## src/abm_pkg.sv

```systemverilog
package abm_pkg;

    // default sizes of the matcher
    localparam int PATTERN_BITS_DEF = 64;
    localparam int SYMBOL_COUNT_DEF = 256;
    localparam int ERROR_LIMIT_DEF  = 8;

    // word field widths
    localparam int MODE_W     = 2;
    localparam int SYMBOL_W   = 8;
    localparam int PINDEX_W   = 6;
    localparam int POSITION_W = 32;

    // configuration port
    localparam int CFG_INDEX_W = 1;
    localparam int CFG_DATA_W  = 7;
    localparam int PLEN_W      = 7;
    localparam int MAXERR_W    = 4;

    localparam logic [CFG_INDEX_W-1:0] CFG_PATTERN_LENGTH = 1'd0;
    localparam logic [CFG_INDEX_W-1:0] CFG_MAX_ERRORS     = 1'd1;

    // word modes
    localparam logic [MODE_W-1:0] MODE_CLEAR = 2'd0;
    localparam logic [MODE_W-1:0] MODE_LOAD  = 2'd1;
    localparam logic [MODE_W-1:0] MODE_START = 2'd2;
    localparam logic [MODE_W-1:0] MODE_TEXT  = 2'd3;

    // control handed to every row cell
    typedef struct packed {
        logic start;
        logic step;
    } t_cell_ctl;

    // write command to the mask table
    typedef struct packed {
        logic clear;
        logic load;
    } t_mask_cmd;

endpackage

```

## src/abm_cell.sv

```systemverilog
module abm_cell #(
    parameter int PATTERN_BITS = abm_pkg::PATTERN_BITS_DEF,
    parameter int LEVEL        = 0
) (
    input  logic                    i_clk,
    input  logic                    i_rst_n,
    input  abm_pkg::t_cell_ctl      i_ctl,
    input  logic [PATTERN_BITS-1:0] i_mask,
    input  logic [PATTERN_BITS-1:0] i_prev_old,
    input  logic [PATTERN_BITS-1:0] i_prev_new,
    output logic [PATTERN_BITS-1:0] o_row_old,
    output logic [PATTERN_BITS-1:0] o_row_new
);

    localparam logic [PATTERN_BITS-1:0] ONES  = {PATTERN_BITS{1'b1}};
    localparam logic [PATTERN_BITS-1:0] START = ONES << LEVEL;

    logic [PATTERN_BITS-1:0] r_row;
    logic [PATTERN_BITS-1:0] n_row;
    logic [PATTERN_BITS-1:0] sh_own;
    logic [PATTERN_BITS-1:0] sh_old;
    logic [PATTERN_BITS-1:0] sh_new;
    logic [PATTERN_BITS-1:0] gate;

    always_comb begin
        sh_own = r_row << 1;
        sh_old = i_prev_old << 1;
        sh_new = i_prev_new << 1;
        // substitution, deletion and insertion paths from the row above
        gate   = (LEVEL == 0) ? ONES : (sh_old & sh_new & i_prev_old);
        n_row  = (sh_own | i_mask) & gate;
    end

    always_ff @(posedge i_clk) begin
        if (!i_rst_n) begin
            r_row <= ONES;
        end else if (i_ctl.start) begin
            r_row <= START;
        end else if (i_ctl.step) begin
            r_row <= n_row;
        end
    end

    assign o_row_old = r_row;
    assign o_row_new = n_row;

endmodule

```

## config.mk

```make
export PLATFORM = sky130hd
export DESIGN_NAME = abm_cell
export DESIGN_NICKNAME = d
export VERILOG_FILES = /design/src/abm_pkg.sv /design/src/abm_cell.sv
export SDC_FILE = /design/constraint.sdc
export NUM_CORES = 1
export LEC_CHECK = 0
export ABC_AREA = 1
export BUFFER_PORTS_ARGS = -buffer_cell sky130_fd_sc_hd__buf_4
export CORE_AREA = 2 2 125 127
export DETAILED_ROUTE_END_ITERATION = 6
export DIE_AREA = 0 0 127 129
export PLACE_DENSITY_LB_ADDON = 0.15
export SLEW_MARGIN = 20
export SYNTH_ARGS = -nofsm -noshare
export SYNTH_HDL_FRONTEND = slang
export SYNTH_SLANG_ARGS = --single-unit
```

## constraint.sdc

```tcl
create_clock -name i_clk -period 0.8 [get_ports i_clk]
set_input_delay 0 -clock i_clk [delete_from_list [all_inputs] [get_ports i_clk]]
set_output_delay 0 -clock i_clk [all_outputs]
set_load 0.05 [all_outputs]
```

==> summary.md, run 1 <==
| Metric | Value |
|---|---|
| Outcome | finished with violations |
| Failing checks | setup timing |
| Mean routed wirelength per cell | 12.53 µm |
| Num CTS Buffers | 9 |
| Fmax achieved | 0.9583 GHz |
| Kind of critical path | reg -> out |
| Largest register FFs | 64 |
| Fillcell total | 1324 |
| # port buffers | 195 |
| Simple-gate portion of the synthesized area | 36.17% |
| Share of synthesized area occupied by flip-flops and latches | 41.24% |
| Post-synthesis cell type count | 11 |
| Detailed-route DRC error count | 0 |
| Number of synthesized register bits | 64 |
| Worst path required time | 0.80 ns |
| Number of core rows | 45 |
| Setup slack, reg-to-reg | -0.10 ns |
| Placer Congestion | 0.7703 |
| Worst endpoint data arrival time | 1.04 ns |
| Static Leak | 3.888 nW |
| Total of warnings raised by yosys | 0 |
| Synth area leader | sky130_fd_sc_hd__dfxtp_1 |
| Vias per cell | 4.124 |
| Count of final setup violators | 162 |
| Mux cell area share after synthesis | 0% |
| Synth Area in Adders | 0% |
| Slew Limit Headroom | 84.60% |
| Post-route worst setup slack | -0.2436 ns |
| Vias in the first global route | 4212 |
| Most common library cell in the layout ignoring fill and taps | sky130_fd_sc_hd__buf_8 |
| Number of nets with antenna violations after detailed routing | 0 |
| Final standard cell utilization of the core | 53.78% |
| Cells after synthesis | 469 |
| Clock Latency Late Sink | 0.33 ns |
| Final hold vios | 0 |
| P per Cell Area | 1210 nW/µm² |
| Global router's overall resource usage | 15.66% |
| Net count after synthesis | 665 |
| Max Cap Violations | 0 |
| TritonCTS clock tree | yes |
| Number of iterations in the first detailed-routing pass | 4 |
| Total number of H-tree levels | 3 |
| Slew at the pin closest to its max-slew limit | 0.2310 ns |
| Number of top-level pins | 324 |
| Commonest cells after routing, fill and taps aside | sky130_fd_sc_hd__buf_8, sky130_fd_sc_hd__nor2_1, sky130_fd_sc_hd__buf_6, sky130_fd_sc_hd__buf_4, sky130_fd_sc_hd__dlygate4sd3_1 |
| Worst min-delay path class | in -> reg |
| Number of DRC markers after the initial detailed-route iteration | 155 |
| Share of the synthesized netlist area taken by xor and xnor gates | 0% |
| Post-synthesis instance area | 3107 µm² |
| Start point of the critical path | o_row_old[50] |
| Type of element capturing the critical path | output port |
| Root Driver | sky130_fd_sc_hd__clkbuf_16 |
| Final Routed Wirelength | 12.60 mm |
| Kind of start point of the critical path | flop |
| Tightest hold margin | 0.1477 ns |
| CTS max path bufs | 2 |
| Core region area | 14980 µm² |
| Number of antenna violations at the first check in global routing | 0 |
| Slowest library cell on the worst path | sky130_fd_sc_hd__dfxtp_2 |
| Number of clock sinks seen by CTS | 64 |
| Reg-to-reg critical path startpoint | o_row_old[53] |
| Slowest stage delay, CP | 0.33 ns |
| Remaining Overflow, GRT | 0 |
| Fin crit share | 130.4% |
| Setup clock skew after layout | 0.006592 ns |
| Maximum vdd drop | 916.2 µV |
| Count of antenna diodes in the layout | 0 |
| Mean area per synthesized cell | 6.624 µm² |
| Fin crit period | 1.044 ns |
| Crit-path cells | or2_4 -> buf_8 |
| Vias after detailed routing | 4149 |
| Die extent in x | 127 µm |
| Post-detail-place hpwl | 7.400 mm |
| Reg clk slew, reported paths | 0.06 ns |
| Area Overhead vs Synth | 159.3% |
| RSZ-0062 raised after global routing | true |
| Share of cells above drive strength 1 | 62.84% |
| Die Outline Area | 16380 µm² |
| Die height | 129 µm |
| Area fraction in compound gates after synthesis | 10.15% |
| Effective utilization at floorplan | 20.74% |
| Maximum number of pins on one net before global-route repair | 51 |
| Share of Yosys cell area claimed by the top area cell type | 41.24% |
| Combinational family with the most area after synthesis | simple AND/OR/NAND/NOR gates |
| Cell types occupying the most area after synthesis | sky130_fd_sc_hd__dfxtp_1, sky130_fd_sc_hd__nor2_1, sky130_fd_sc_hd__or2_2 |
| Nets@finish | 1012 |
| CP max FO | 2 |
| Pins Over Slew Limit | 0 |
| Worst min-delay path startpoint | i_ctl[0] |
| Wire length of the first global-routing pass | 20.73 mm |
==> synth_stat cells <==
cell / n
sky130_fd_sc_hd__inv_1: 65
sky130_fd_sc_hd__dfxtp_1: 64
sky130_fd_sc_hd__buf_2: 12
sky130_fd_sc_hd__nand2_2: 1
sky130_fd_sc_hd__buf_4: 5
sky130_fd_sc_hd__nand4_1: 1
sky130_fd_sc_hd__nand2_1: 65
sky130_fd_sc_hd__buf_6: 4
sky130_fd_sc_hd__nor2_1: 126
sky130_fd_sc_hd__or2_2: 63
sky130_fd_sc_hd__o21ai_0: 63
==> report_power, final <==
group / internal [W] / switching [W] / total [W]
registers: 0.00332 / 0.0000815 / 0.00340
logic: 0.00143 / 0.00137 / 0.00280
clock network: 0.00221 / 0.00134 / 0.00355
total: 0.00695 / 0.00280 / 0.00975
==> kinds of logic after synthesis <==
logic type / after synthesis
and+or+nand+nor: 256
buffers and inverters: 86
DFF: 64
AOI/OAI and AO/OA: 63
==> cell type report <==
cell class | instances | area (µm²) | share of cell area, %
Tap cell | 188 | 235.2 | 2.920
Timing Repair Buffer | 357 | 4229 | 52.50
Sequential cell | 64 | 1361 | 16.90
Inverter | 65 | 254.0 | 3.153
Multi-Input combinational cell | 319 | 1714 | 21.28
Clock buffer | 12 | 256.5 | 3.184
Clock inverter | 1 | 5.005 | 0.06213
==> per-layer routing <==
metal  track usage [%]  vias to the layer above  wire length, µm
met5                 0                        -                0
met4             5.236                        0              161
met3             5.613                       11             1174
met2             24.07                      161             5565
met1             20.49                     1882             5702
li1                  -                     2095                -
==> critical path: cells and delay by family, from the launching register on <==
family,cells,cell delay (ns)
DFF,1,0.33
buffers and inverters,1,0.15
and+or+nand+nor,1,0.23
==> metrics by stage <==
step	setup TNS (ns)	power, W	cells	area, µm²	worst slack, ns
floorplan	-0.04472	0.004588	469	3342	-0.04472
detailed placement	0	0.005266	836	4999	0.01476
finish	-23.32	0.009747	1006	8055	-0.2436
global placement	0	0.005254	836	4999	0.01360
CTS	-25.43	0.009751	1006	7850	-0.2591
global route	-29.84	0.01024	1006	8055	-0.2779
==> repair_timing <==
item / 4_1_cts / 5_1_grt
gates resized for setup: 362 / 132
hold buffers: 66 / 0
pin swaps: 86 / 46
setup endpoints to repair: 127 / 189
buffers inserted: 91 / 8
hold endpoints to repair: 64 / 0
==> final timing paths <==
kind	depth (start not counted)	end
max	2	o_row_new[51]
min	4	o_row_old[36]
max reg2reg	6	o_row_old[53]
min reg2reg	4	o_row_old[63]
(Power assumes the default switching activity.)
==> run 2: changes to the inputs <==
==> constraint.sdc (replaced) <==
create_clock -name i_clk -period 0.8 [get_ports i_clk]
set_input_delay 0.04 -clock i_clk [delete_from_list [all_inputs] [get_ports i_clk]]
set_output_delay 0.04 -clock i_clk [all_outputs]
set_load 0.05 [all_outputs]
==> run 2 against run 1 <==
Effect of this change: non-clock buffer count rose by 14; combinational power up 1%; clock skew shrank 0.00062 ns; core utilization increased by 1.4 points; clock power grew 27%; highest routed layer unchanged; final cell count rose by 1.6%; clock-buffer cell count is the same; the run ends with hold timing, setup timing left.
==> summary.md, run 2 (synthesis results as in run 1) <==
| Metric | Value |
|---|---|
| Nets@finish | 1026 (was 1012) |
| Fmax achieved | 0.9201 GHz (was 0.9583 GHz) |
| Clock Latency Late Sink | 0.32 ns (was 0.33 ns) |
| Placed Cells incl. Taps | 841 (was 836) |
| Maximum number of pins on one net before global-route repair | 51 (unchanged) |
| Tightest hold margin | -0.03805 ns (was 0.1477 ns) |
| Number of iterations in the first detailed-routing pass | 5 (was 4) |
| Failing checks | hold timing, setup timing (was setup timing) |
| Slowest library cell on the worst path | sky130_fd_sc_hd__dfxtp_2 (unchanged) |
| Die extent in x | 127 µm (unchanged) |
| Die Outline Area | 16380 µm² (unchanged) |
| Max Cap Violations | 0 (unchanged) |
| Post-route worst setup slack | -0.2868 ns (was -0.2436 ns) |
| Worst path required time | 0.76 ns (was 0.80 ns) |
| Vias per cell | 4.057 (was 4.124) |
| Fin crit share | 135.9% (was 130.4%) |
| Slowest stage delay, CP | 0.34 ns (was 0.33 ns) |
| Number of DRC markers after the initial detailed-route iteration | 106 (was 155) |
| Post-detail-place hpwl | 7.486 mm (was 7.400 mm) |
| Fillcell total | 1367 (was 1324) |
| Core region area | 14980 µm² (unchanged) |
| Kind of start point of the critical path | flop (unchanged) |
| P per Cell Area | 1298 nW/µm² (was 1210 nW/µm²) |
| Pins Over Slew Limit | 0 (unchanged) |
| Type of element capturing the critical path | output port (unchanged) |
| Count of final setup violators | 180 (was 162) |
| Final hold vios | 1 (was 0) |
| Crit-path cells | or2_4 -> buf_8 (unchanged) |
| Share of cells above drive strength 1 | 63.79% (was 62.84%) |
| RSZ-0062 raised after global routing | true (unchanged) |
| Detailed-route DRC error count | 0 (unchanged) |
| Reg clk slew, reported paths | 0.06 ns (about the same) |
| Final-layout setup total negative slack | -28.87 ns (was -23.32 ns) |
| Final Routed Wirelength | 12.89 mm (was 12.60 mm) |
| Final cell count without fillers | 1022 (was 1006) |
| Slew at the pin closest to its max-slew limit | 0.2429 ns (was 0.2310 ns) |
| Worst min-delay path class | in -> reg (unchanged) |
| Pre-CTS setup slack | -0.03063 ns (was 0.01476 ns) |
| Fin crit period | 1.087 ns (was 1.044 ns) |
| Area Overhead vs Synth | 166.1% (was 159.3%) |
| # port buffers | 195 (unchanged) |
| Num CTS Buffers | 9 (unchanged) |
| Number of clock sinks seen by CTS | 64 (unchanged) |
| Commonest cells after routing, fill and taps aside | sky130_fd_sc_hd__buf_8, sky130_fd_sc_hd__nor2_1, sky130_fd_sc_hd__buf_6, sky130_fd_sc_hd__buf_4 (was sky130_fd_sc_hd__buf_8, sky130_fd_sc_hd__nor2_1, sky130_fd_sc_hd__buf_6, sky130_fd_sc_hd__buf_4, sky130_fd_sc_hd__dlygate4sd3_1) |
| Number of antenna violations at the first check in global routing | 0 (unchanged) |
| Post-Layout Inst Area | 8268 µm² (was 8055 µm²) |
| Total number of H-tree levels | 3 (unchanged) |
| Most common library cell in the layout ignoring fill and taps | sky130_fd_sc_hd__buf_8 (unchanged) |
| Crit path max-delay family | flip-flops (unchanged) |
| Root Driver | sky130_fd_sc_hd__clkbuf_16 (unchanged) |
| Outcome | finished with violations (unchanged) |
| Placer Congestion | 0.7743 (was 0.7703) |
| Remaining Overflow, GRT | 0 (unchanged) |
| Vias in the first global route | 4076 (was 4212) |
| Effective utilization at floorplan | 20.74% (unchanged) |
| Global router's overall resource usage | 15.33% (was 15.66%) |
| Maximum vdd drop | 803.2 µV (was 916.2 µV) |
| Die height | 129 µm (unchanged) |
| TritonCTS clock tree | yes (unchanged) |
| CP max FO | 4 (was 2) |
| Worst endpoint data arrival time | 1.05 ns (was 1.04 ns) |
| Static Leak | 4.006 nW (was 3.888 nW) |
| Slew Limit Headroom | 83.80% (was 84.60%) |
| Dpl cell area | 5024 µm² (was 4999 µm²) |
| Vias after detailed routing | 4146 (was 4149) |
| Wire length of the first global-routing pass | 20.24 mm (was 20.73 mm) |
| Number of nets with antenna violations after detailed routing | 0 (unchanged) |
| CTS max path bufs | 2 (unchanged) |
| Kind of critical path | reg -> out (unchanged) |
| CP bufs+invs | 1 (unchanged) |
| Largest register FFs | 64 (unchanged) |
| Number of top-level pins | 324 (unchanged) |
| Setup clock skew after layout | 0.005968 ns (was 0.006592 ns) |
| Mean routed wirelength per cell | 12.61 µm (was 12.53 µm) |
| Count of antenna diodes in the layout | 0 (unchanged) |
| Number of core rows | 45 (unchanged) |
[run 2: cell count changes in the layout (fill, tap and decap cells not counted), sizes merged]
cell / before / now
bufinv: 0 / 3
clkinv: 1 / 0
buf: 291 / 307
dlygate4sd3: 66 / 64
[run 2: what timing repair did]
action | in CTS | in global routing
endpoints found under the setup margin | 127 | 189
endpoints found under the hold margin | 64 | 0
hold buffers | 64 | 0
resized for setup | 384 | 118
buffers inserted | 97 | 8
pin swaps | 96 | 43
[run 2: routing by layer]
metal / GRT usage [%] / part of all wire, % / wire [µm]
met5: 0 / 0 / 0
met4: 4.266 / 1.0 / 135
met3: 5.696 / 8.9 / 1143
met2: 24.04 / 45 / 5784
met1: 19.87 / 45 / 5828
[run 2: final timing paths]
check	startpoint	to	slack (ns)	depth (start not counted)
worst max-delay path	o_row_old[24]	o_row_new[25]	-0.29	2
worst min-delay path	i_mask[47]	o_row_old[47]	-0.04	3
worst min register to register	o_row_old[46]	o_row_old[47]	0.52	2
worst max register to register	o_row_old[27]	o_row_old[27]	-0.14	6
[run 2: worst min-delay path, cell delays in order]
cell and delay (ns):
sky130_fd_sc_hd__buf_4 0.08, sky130_fd_sc_hd__o21ai_0 0.07, sky130_fd_sc_hd__nand2_1 0.06
[run 2: report_power, final]
| group | internal [W] | switching [W] |
|---|---|---|
| clock network | 0.00311 | 0.00138 |
| registers | 0.00331 | 0.0000827 |
| logic | 0.00146 | 0.00138 |
| total | 0.00789 | 0.00284 |
[run 2: per-stage QoR]
step	util, %	power [W]
2_1_floorplan	-	0.004588
3_3_place_gp	33.54	0.005259
3_5_place_dp	33.54	0.005271
4_1_cts	53.60	0.01076
5_1_grt	55.20	0.01122
6_report	55.20	0.01073
[run 2: final cells by class]
cell class	count	area (µm²)	area share (%)
Multi-Input combinational cell	319	1707	20.64
Tap cell	188	235.2	2.845
Clock inverter	3	90.09	1.090
Inverter	65	246.5	2.981
Timing Repair Buffer	371	4379	52.97
Clock buffer	12	246.5	2.981
Sequential cell	64	1364	16.50
==> run 3: changes to the inputs <==
ABC_AREA = 0   (was 1)
CORE_AREA = 2 2 126 128   (was 2 2 125 127)
DIE_AREA = 0 0 128 130   (was 0 0 127 129)
==> run 3 against run 2 <==
Effect of this change: the flow finishes with violations (setup timing); clock-buffer cell count unchanged; clock skew grew 0.0021 ns; die area rose by 1.6%; clock power fell by 16%; core utilization is 0.59 points lower; final area up 1.9%; wire length fell by 1.0%; critical path depth is the same; setup slack lost 0.0062 ns; first-iteration DRC count up 41%; area after synthesis is 2.7% higher; critical path type unchanged.
==> summary.md, run 3 <==
| Metric | Value |
|---|---|
| Final hold vios | 0 (was 1) |
| Area Overhead vs Synth | 163.9% (was 166.1%) |
| Number of clock sinks seen by CTS | 64 (unchanged) |
| Remaining Overflow, GRT | 0 (unchanged) |
| Outcome | finished with violations (unchanged) |
| Root Driver | sky130_fd_sc_hd__clkbuf_16 (unchanged) |
| Reg clk slew, reported paths | 0.06 ns (about the same) |
| Number of core rows | 46 (was 45) |
| Post-detail-place hpwl | 7.325 mm (was 7.486 mm) |
| Clock Latency Late Sink | 0.32 ns (about the same) |
| Slew at the pin closest to its max-slew limit | 0.2444 ns (was 0.2429 ns) |
| Die Outline Area | 16640 µm² (was 16380 µm²) |
| Fmax achieved | 0.9149 GHz (was 0.9201 GHz) |
| Setup clock skew after layout | 0.008026 ns (was 0.005968 ns) |
| Detailed-route DRC error count | 0 (unchanged) |
| Count of final setup violators | 167 (was 180) |
| Total number of H-tree levels | 3 (unchanged) |
| Maximum vdd drop | 773.4 µV (was 803.2 µV) |
| Most common library cell in the layout ignoring fill and taps | sky130_fd_sc_hd__buf_8 (unchanged) |
| Kind of start point of the critical path | flop (unchanged) |
| Synth top cells by count | sky130_fd_sc_hd__dfxtp_1, sky130_fd_sc_hd__nand2b_1, sky130_fd_sc_hd__or2_2 (was sky130_fd_sc_hd__nor2_1, sky130_fd_sc_hd__inv_1, sky130_fd_sc_hd__nand2_1) |
| Mean area per synthesized cell | 9.360 µm² (was 6.624 µm²) |
| Clock share of power | 37.6% (was 41.9%) |
| Die extent in x | 128 µm (was 127 µm) |
| Worst endpoint data arrival time | 1.05 ns (about the same) |
| Synth area leader | sky130_fd_sc_hd__dfxtp_1 (unchanged) |
| Share of synthesized area occupied by flip-flops and latches | 40.14% (was 41.24%) |
| Vias after detailed routing | 3831 (was 4146) |
| Switching power total | 0.002852 W (was 0.002845 W) |
| Sw Ratio | 28.50% (was 26.51%) |
| Failing checks | setup timing (was hold timing, setup timing) |
| Final standard cell utilization of the core | 54.62% (was 55.20%) |
| Slew Limit Headroom | 83.71% (was 83.80%) |
| Worst min-delay path class | in -> reg (unchanged) |
| P per Cell Area | 1188 nW/µm² (was 1298 nW/µm²) |
| Number of antenna violations at the first check in global routing | 0 (unchanged) |
| Share of cells above drive strength 1 | 77.32% (was 63.79%) |
| Number of nets with antenna violations after detailed routing | 0 (unchanged) |
| Pins Over Slew Limit | 0 (unchanged) |
| Cell types occupying the most area after synthesis | sky130_fd_sc_hd__dfxtp_1, sky130_fd_sc_hd__nand2b_1, sky130_fd_sc_hd__or2_2 (was sky130_fd_sc_hd__dfxtp_1, sky130_fd_sc_hd__nor2_1, sky130_fd_sc_hd__or2_2) |
| Kind of critical path | reg -> out (unchanged) |
| Net count after synthesis | 537 (was 665) |
| Post-route worst setup slack | -0.2931 ns (was -0.2868 ns) |
| Commonest cells after routing, fill and taps aside | sky130_fd_sc_hd__buf_8, sky130_fd_sc_hd__buf_6, sky130_fd_sc_hd__buf_4, sky130_fd_sc_hd__dlygate4sd3_1, sky130_fd_sc_hd__or2_4 (was sky130_fd_sc_hd__buf_8, sky130_fd_sc_hd__nor2_1, sky130_fd_sc_hd__buf_6, sky130_fd_sc_hd__buf_4) |
| Wire length of the first global-routing pass | 20.34 mm (was 20.24 mm) |
| RSZ-0062 raised after global routing | true (unchanged) |
| Number of iterations in the first detailed-routing pass | 4 (was 5) |
| Fin crit share | 136.6% (was 135.9%) |
| CP max FO | 2 (was 4) |
| Cell with the most instances after synthesis | sky130_fd_sc_hd__dfxtp_1 (was sky130_fd_sc_hd__nor2_1) |
| Register share of total power | 33.2% (was 31.6%) |
| Effective utilization at floorplan | 20.69% (was 20.74%) |
| Static Leak | 3.590 nW (was 4.006 nW) |
| Internal power contribution | 0.007154 W (was 0.007886 W) |
| Final Routed Wirelength | 12.76 mm (was 12.89 mm) |
| Vias in the first global route | 4067 (was 4076) |
| Vias per cell | 4.247 (was 4.057) |
| TritonCTS clock tree | yes (unchanged) |
| Number of DRC markers after the initial detailed-route iteration | 149 (was 106) |
| Maximum number of pins on one net before global-route repair | 54 (was 51) |
| Share of Yosys cell area claimed by the top area cell type | 40.14% (was 41.24%) |
| EDFF count, synth | 0 (unchanged) |
| Total of warnings raised by yosys | 0 (unchanged) |
| Post-synthesis cell type count | 16 (was 11) |
| Nets@finish | 901 (was 1026) |
| Post-synthesis instance area | 3192 µm² (was 3107 µm²) |
| Mean routed wirelength per cell | 14.14 µm (was 12.61 µm) |
| Area taken by flip-flops and latches | 1436 µm² (was 1364 µm²) |
| Type of element capturing the critical path | output port (unchanged) |
| Largest register FFs | 64 (unchanged) |
| Count of antenna diodes in the layout | 0 (unchanged) |
| Cells after synthesis | 341 (was 469) |
| Logic pwr share | 29.2% (was 26.5%) |
| CTS max path bufs | 2 (unchanged) |
| Fillcell total | 1295 (was 1367) |
| Number of synthesized register bits | 64 (unchanged) |
| Worst path required time | 0.76 ns (about the same) |
| Placer Congestion | 0.7269 (was 0.7743) |
| Global router's overall resource usage | 15.21% (was 15.33%) |
| # port buffers | 195 (unchanged) |
| Core region area | 15420 µm² (was 14980 µm²) |
| Main flop type after synthesis | sky130_fd_sc_hd__dfxtp_1 (unchanged) |
| Num CTS Buffers | 9 (unchanged) |
| Tightest hold margin | 0.05177 ns (was -0.03805 ns) |
| Max Cap Violations | 0 (unchanged) |
| Die height | 130 µm (was 129 µm) |
| Multi-input gate area | 2061 µm² (was 1707 µm²) |
| Post-synth ARST share | 0% (unchanged) |
| Number of top-level pins | 324 (unchanged) |
| Fin crit period | 1.093 ns (was 1.087 ns) |
run 3: changes by cell type after synthesis, moves of 2 or more:
cell	before	now
sky130_fd_sc_hd__nor2_1	126	0
sky130_fd_sc_hd__o21ai_0	63	32
sky130_fd_sc_hd__inv_1	65	0
sky130_fd_sc_hd__buf_4	5	7
sky130_fd_sc_hd__clkbuf_2	0	3
sky130_fd_sc_hd__nand2_1	65	1
sky130_fd_sc_hd__buf_2	12	5
sky130_fd_sc_hd__nand2b_1	0	63
sky130_fd_sc_hd__nand3_1	0	33
sky130_fd_sc_hd__o21ai_2	0	30
sky130_fd_sc_hd__buf_12	0	4
sky130_fd_sc_hd__nand3_2	0	30
run 3: worst paths after layout:
kind	from	cells past startpoint	slack, ns	to
hold reg to reg	o_row_old[4]	2	0.52	o_row_old[5]
setup reg to reg	o_row_old[47]	4	-0.09	o_row_old[48]
hold / removal	i_ctl[0]	3	0.05	o_row_old[27]
setup / recovery	o_row_old[39]	2	-0.29	o_row_new[40]
run 3: cells by family after synthesis:
kind of cell | after synthesis | synth area share [%]
buffers and inverters | 22 | 6.468
AO/OA/AOI/OAI | 63 | 13.41
flip-flops | 64 | 40.14
AND/OR/NAND/NOR | 191 | 39.67
multiplexers | 1 | 0.3136
run 3: critical path, cell delays in order (launching register included):
cell                      delay [ns]
sky130_fd_sc_hd__dfxtp_4        0.35
sky130_fd_sc_hd__or2_4          0.23
sky130_fd_sc_hd__buf_8          0.15
run 3: stage by stage:
stage,std cells,TNS (ns),total power [W],setup WS [ns],area [µm²]
CTS,891,-31.69,0.009995,-0.3110,8065
global route,902,-35.19,0.01047,-0.3215,8424
floorplan,341,-0.009604,0.004611,-0.009604,3502
global placement,722,-0.9315,0.005287,-0.04614,5187
finish,902,-29.55,0.01001,-0.2931,8424
detailed placement,722,-1.151,0.005291,-0.05609,5187
run 3: power groups by stage:
stage	clock network, W	logic (W)	registers [W]
after global routing	0.00405	0.00309	0.00333
after detailed placement	0	0.00187	0.00342
after global placement	0	0.00186	0.00342
after floorplan	0	0.000850	0.00376
after CTS	0.00391	0.00276	0.00332
final	0.00376	0.00292	0.00332
run 3: layout make-up:
type	instances	share of cell area, %
flip-flops and latches	64	17.05
clock buffers	12	2.807
multi-input cells	255	24.46
clock inverters	4	0.5347
well taps	192	2.852
repair buffers	375	52.29
run 3: what timing repair did:
action	CTS	global route
setup buffers	89	13
endpoints found under the setup margin	127	184
endpoints found under the hold margin	64	0
cloned	0	0
resized for setup	367	67
pin swaps	111	32
hold buffers	64	0
run 3: routing by layer:
| metal | up-vias | global-route usage, % | share of wire (%) |
|---|---|---|---|
| met1 | 1791 | 18.95 | 43 |
| met4 | 0 | 4.848 | 1.2 |
| met2 | 153 | 24.69 | 47 |
| met5 | - | 0 | 0 |
| li1 | 1875 | - | - |
| met3 | 12 | 5.412 | 9.0 |
